--- config.mk ---
export PLATFORM = sky130hd
export DESIGN_NAME = tsfc_div
export DESIGN_NICKNAME = d
export VERILOG_FILES = /design/src/rtl/tsfc_pkg.sv /design/src/rtl/tsfc_div.sv
export SDC_FILE = /design/constraint.sdc
export NUM_CORES = 1
export LEC_CHECK = 0
export BUFFER_PORTS_ARGS = -buffer_cell sky130_fd_sc_hd__buf_4
export CORE_ASPECT_RATIO = 1.5
export CORE_MARGIN = 2
export CORE_UTILIZATION = 64
export DETAILED_ROUTE_END_ITERATION = 10
export GPL_ROUTABILITY_DRIVEN = 0
export PLACE_DENSITY = 0.87
export SLEW_MARGIN = 0
export SYNTH_ARGS = -nofsm -noshare
export SYNTH_HDL_FRONTEND = slang
export SYNTH_SLANG_ARGS = --single-unit
--- constraint.sdc ---
create_clock -name clk_i -period 9 [get_ports clk_i]
set_input_delay 0 -clock clk_i [delete_from_list [all_inputs] [get_ports clk_i]]
set_output_delay 0 -clock clk_i [all_outputs]
set_load 0.01 [all_outputs]
--- src/rtl/tsfc_pkg.sv ---
// Shared types and constants of the touch sample filter and calibration core.
// Used by the top level and by the iterative divider; depends on nothing.

package tsfc_pkg;

  // One raw panel sample.
  typedef struct packed {
    logic               pos_valid;
    logic               pen_contact;
    logic signed [15:0] x_minus;
    logic signed [15:0] x_plus;
    logic signed [15:0] y_minus;
    logic signed [15:0] y_plus;
    logic signed [15:0] pressure_raw;
  } tsfc_in_t;

  typedef enum logic [1:0] {
    ST_NONE   = 2'd0,
    ST_PEN_UP = 2'd1,
    ST_POS    = 2'd2
  } tsfc_status_e;

  // One report.
  typedef struct packed {
    tsfc_status_e       status;
    logic signed [31:0] pos_x;
    logic signed [31:0] pos_y;
    logic signed [31:0] pressure;
  } tsfc_out_t;

  localparam int unsigned RegIdxW = 3;

  typedef enum logic [RegIdxW-1:0] {
    REG_COEF_A       = 3'd0,
    REG_COEF_B       = 3'd1,
    REG_COEF_C       = 3'd2,
    REG_COEF_D       = 3'd3,
    REG_COEF_E       = 3'd4,
    REG_COEF_F       = 3'd5,
    REG_COEF_S       = 3'd6,
    REG_MIN_PRESSURE = 3'd7
  } tsfc_reg_e;

  // Largest position change between two accepted samples.
  localparam logic signed [17:0] JumpLimit = 18'sd360;
  // Hysteresis slop in quarter pixels.
  localparam logic signed [32:0] Slop = 33'sd3;
  // Filter gain of eight as a left shift.
  localparam int unsigned GainShift = 3;

  // Divider step counts: full 64-bit dividend, or the 35-bit filter dividend.
  localparam int unsigned DivSteps      = 64;
  localparam int unsigned DivShortSteps = 35;
  localparam int unsigned DivCntW       = 6;

  // Request to the shared divider.
  typedef struct packed {
    logic start;
    logic short_mode;
  } tsfc_div_req_t;

endpackage

--- src/rtl/tsfc_div.sv ---
// Iterative signed divider, one quotient bit per cycle, truncating toward zero.
// Depends on tsfc_pkg for the request type and step counts.

module tsfc_div
  import tsfc_pkg::*;
(
  input  logic               clk_i,
  input  logic               rst_ni,
  input  tsfc_div_req_t      req_i,
  input  logic signed [63:0] dividend_i,
  input  logic signed [31:0] divisor_i,
  output logic               done_o,
  output logic        [31:0] quot_o
);

  logic               busy_q;
  logic               done_q;
  logic [DivCntW-1:0] cnt_q;
  logic               neg_q;
  logic [31:0]        den_q;
  logic [31:0]        rem_q;
  logic [63:0]        quo_q;

  logic [63:0] mag_n;
  logic [31:0] mag_d;
  logic [32:0] shifted;
  logic [32:0] trial;
  logic [63:0] quo_signed;

  always_comb begin
    mag_n      = dividend_i[63] ? (~dividend_i + 64'd1) : dividend_i;
    mag_d      = divisor_i[31] ? (~divisor_i + 32'd1) : divisor_i;
    shifted    = {rem_q, quo_q[63]};
    trial      = shifted - {1'b0, den_q};
    quo_signed = neg_q ? (~quo_q + 64'd1) : quo_q;
  end

  assign done_o = done_q;
  assign quot_o = quo_signed[31:0];

  always_ff @(posedge clk_i or negedge rst_ni) begin
    if (!rst_ni) begin
      busy_q <= 1'b0;
      done_q <= 1'b0;
      cnt_q  <= '0;
    end else begin
      done_q <= 1'b0;
      if (req_i.start) begin
        busy_q <= 1'b1;
        cnt_q  <= req_i.short_mode ? DivCntW'(DivShortSteps - 1) : DivCntW'(DivSteps - 1);
      end else if (busy_q) begin
        if (cnt_q == '0) begin
          busy_q <= 1'b0;
          done_q <= 1'b1;
        end else begin
          cnt_q <= cnt_q - 1'b1;
        end
      end
    end
  end

  // A short request left-aligns the narrow dividend so fewer steps cover it.
  always_ff @(posedge clk_i) begin
    if (req_i.start) begin
      neg_q <= dividend_i[63] ^ divisor_i[31];
      den_q <= mag_d;
      rem_q <= '0;
      quo_q <= req_i.short_mode ? (mag_n << (DivSteps - DivShortSteps)) : mag_n;
    end else if (busy_q) begin
      rem_q <= trial[32] ? shifted[31:0] : trial[31:0];
      quo_q <= {quo_q[62:0], ~trial[32]};
    end
  end

endmodule

==> flow_metrics.py <==
metrics = {
    "drt": {
        "avgRoutedWirePerCell_um": 19.41,
        "viasPerCell": 6.362,
        "first_iter_violations": 556,
        "drtPass1Iterations": 6,
        "drc": 0,
        "num_vias": 9377,
        "drt-total-wl_mm": 28.61,
        "drtAntennaViolNets": 0,
    },
    "power": {
        "power_density_nw_per_um2": 241.4,
        "ir_worst_vdd_v": 0.0001520,
        "leakage_nw": 4.971,
        "fin_total_pwr_mw": 2.942,
    },
    "worst_setup_path": {
        "critPathLaunchType": "register",
        "crit_chain": "ha_1 -> fa_1 -> nand2b_1 -> a21o_1 -> a32oi_1 -> a31o_2 -> a21o_1 -> a41o_1 -> xor2_4 -> buf_4 -> mux2_2 -> a211oi_1",
        "critPathCaptureType": "register",
        "crit_required_ns": 9.35,
        "path_delay_family": "compound AO/OA/AOI/OAI gates",
        "crit_path_frequent_cell": "a21o_1",
        "max_stage_delay_ns": 0.48,
        "cp_num_buf_inv": 1,
        "arrival_ns": 4.37,
        "path_max_fanout": 26,
        "critPathKind": "reg -> reg",
        "slowest_stage": "buf_4",
    },
    "global_routing": {
        "grt_max_degree": 69,
        "overflow": 0,
        "grt_pass1_vias": 9406,
        "antenna_found_initial": 0,
        "grt_first_pass_wirelength_mm": 45.91,
        "grt_usage_pct": 34.83,
    },
    "floorplan": {
        "dieArea_um2": 16900,
        "fp.dieW_um": 106.8,
        "row_count": 56,
        "start_util_pct": 65.23,
        "die_y_um": 158.2,
        "core_area_um2": 15550,
        "io_pins": 133,
    },
    "timing": {
        "maxSlewHeadroom_pct": 29.43,
        "hold_viol_final": 0,
        "tns_ns": 0,
        "fin_hold_ws_ns": 0.004428,
        "setup_viol": 0,
        "clock_skew_ns": 0.006411,
        "tightest_slew_ns": 1.059,
        "fmax_mhz": 249.0,
        "fin_crit_sh_pct": 44.62,
        "rsz0062_at_grt": "no",
        "drv_slew": 0,
        "fin_crit_ns": 4.016,
    },
    "layout": {
        "n_fill_cell": 1053,
        "instances_no_fill": 1474,
        "diodes": 0,
        "fin_nets": 1396,
        "syn2layout_area_growth_pct": 20.15,
        "drive_above_1_share_pct": 15.18,
    },
    "clocking": {
        "path_clk_slew_ns": 0.06,
        "clkLatencyLatePin_ns": 0.44,
        "root_buffer": "clkbuf_16",
        "post_cts_resized": 0,
        "cts_tree": "done",
        "cts_buffer_depth": 2,
        "cts_made_buffers": 17,
        "clock_sinks": 137,
        "htree_levels": 4,
    },
    "synthesis": {
        "synthArstFlopShare_pct": 5.839,
        "syn_inst": 1123,
        "synthesis.nets": 1261,
        "yosysMostFrequentCell": "nand2_1",
        "yosysWarningCount": 0,
        "ys_seq_area_share_pct": 37.00,
        "netlist_area_um2": 10150,
        "synth_top_cell_by_area": "edfxtp_1",
        "synth_edf_count": 97,
        "synthTopCellsByArea": "edfxtp_1, xnor2_1, dfxtp_1",
        "netlist.area_leader.share_pct": 28.71,
        "ys.flop_type": "edfxtp_1",
        "syn_area_per_cell_um2": 9.035,
        "synth_common_cells": "nand2_1, edfxtp_1, xnor2_1",
        "ys_types": 68,
        "synth_seq_cells": 137,
    },
    "job": {
        "maxCapViolations": 0,
    },
    "placement": {
        "dp.cells": 1399,
        "dp_hpwl_mm": 19.59,
        "io_buffers": 132,
    },
    "min_path": {
        "hp-class": "in -> reg",
    },
    "run_status": {
        "status": "completed",
    },
}
[final timing paths]
check,from,slack (ns),to,cells after the start
min reg2reg,rem_q[10],0.51,rem_q[10],2
min,dividend_i[43],0.004,quo_q[43],4
max,den_q[0],4.98,rem_q[0],12
min in group asynchronous,rst_ni,0.59,done_o,3
max reg2reg,den_q[0],4.98,rem_q[0],12
max in group asynchronous,rst_ni,8.08,busy_q,3
[per-stage QoR]
step	worst slack [ns]	instance area [um^2]	utilization, %
global placement	5.173	11180	71.89
floorplan	5.513	10150	-
CTS	5.049	12190	78.37
finish	4.984	12190	78.37
global route	4.876	12190	78.37
detailed placement	5.096	11180	71.89
[timing repair]
item                      CTS  global route
hold buffers               43             0
setup buffers               0             0
hold endpoints to repair   44             0
[report_power, final]
group | total [mW] | switching [mW] | internal [mW]
combinational | 1.33 | 0.736 | 0.593
sequential | 0.916 | 0.102 | 0.814
clock | 0.697 | 0.289 | 0.408
total | 2.94 | 1.13 | 1.82
[tightest hold or removal path: stages]
cell and delay, ns:
buf_4 0.09, xnor2_1 0.11, o211ai_1 0.07, o21ai_0 0.06
[registers in the layout (all words and copies together) (netlist names)]
| register | count |
|---|---|
| busy_q | 1 |
| cnt_q | 6 |
| den_q | 32 |
| done_o | 1 |
| neg_q | 1 |
| quo_q | 64 |
| rem_q | 32 |
[kinds of logic after synthesis]
kind of cell	synth area share [%]
compound gates	22.03
simple gates	13.63
xor+xnor	12.86
buf+inv	5.697
flops	37.00
mux	4.033
fa+ha+maj	4.760
[per-layer routing]
| metal | vias to the layer above | GRT usage (%) | share of wire, % |
|---|---|---|---|
| met3 | 129 | 6.217 | 5.3 |
| met5 | - | 0 | 0 |
| met4 | 0 | 21.46 | 6.3 |
| li1 | 4403 | - | - |
| met1 | 4432 | 35.95 | 35 |
| met2 | 413 | 64.60 | 53 |
[cells in the final DEF, fill, tap and decap left out, types with 17 or more instances in the layout]
cell type      count
a21oi_1           43
dfxtp_1           32
nor2_1            61
buf_4            136
or3_1             18
a211oi_1          30
mux2i_1           33
xor2_1            54
edfxtp_1          97
o41ai_1           17
o31ai_1           46
nand2_1          104
dlygate4sd3_1     43
inv_1             83
xnor2_1           94
o211ai_1          19
ha_1              37
o21ai_0           74
or4_1             17
clkbuf_16         17
[area by class of cell]
cell class / instances / area [um^2] / share of cell area, %
clock inverters: 14 / 148.9 / 1.221
inverters: 85 / 319.1 / 2.617
repair buffers: 179 / 1451 / 11.91
flip-flops and latches: 137 / 3755 / 30.80
well taps: 203 / 254.0 / 2.084
multi-input cells: 838 / 5833 / 47.85
clock buffers: 18 / 429.2 / 3.520
(Power assumes the default switching activity.)
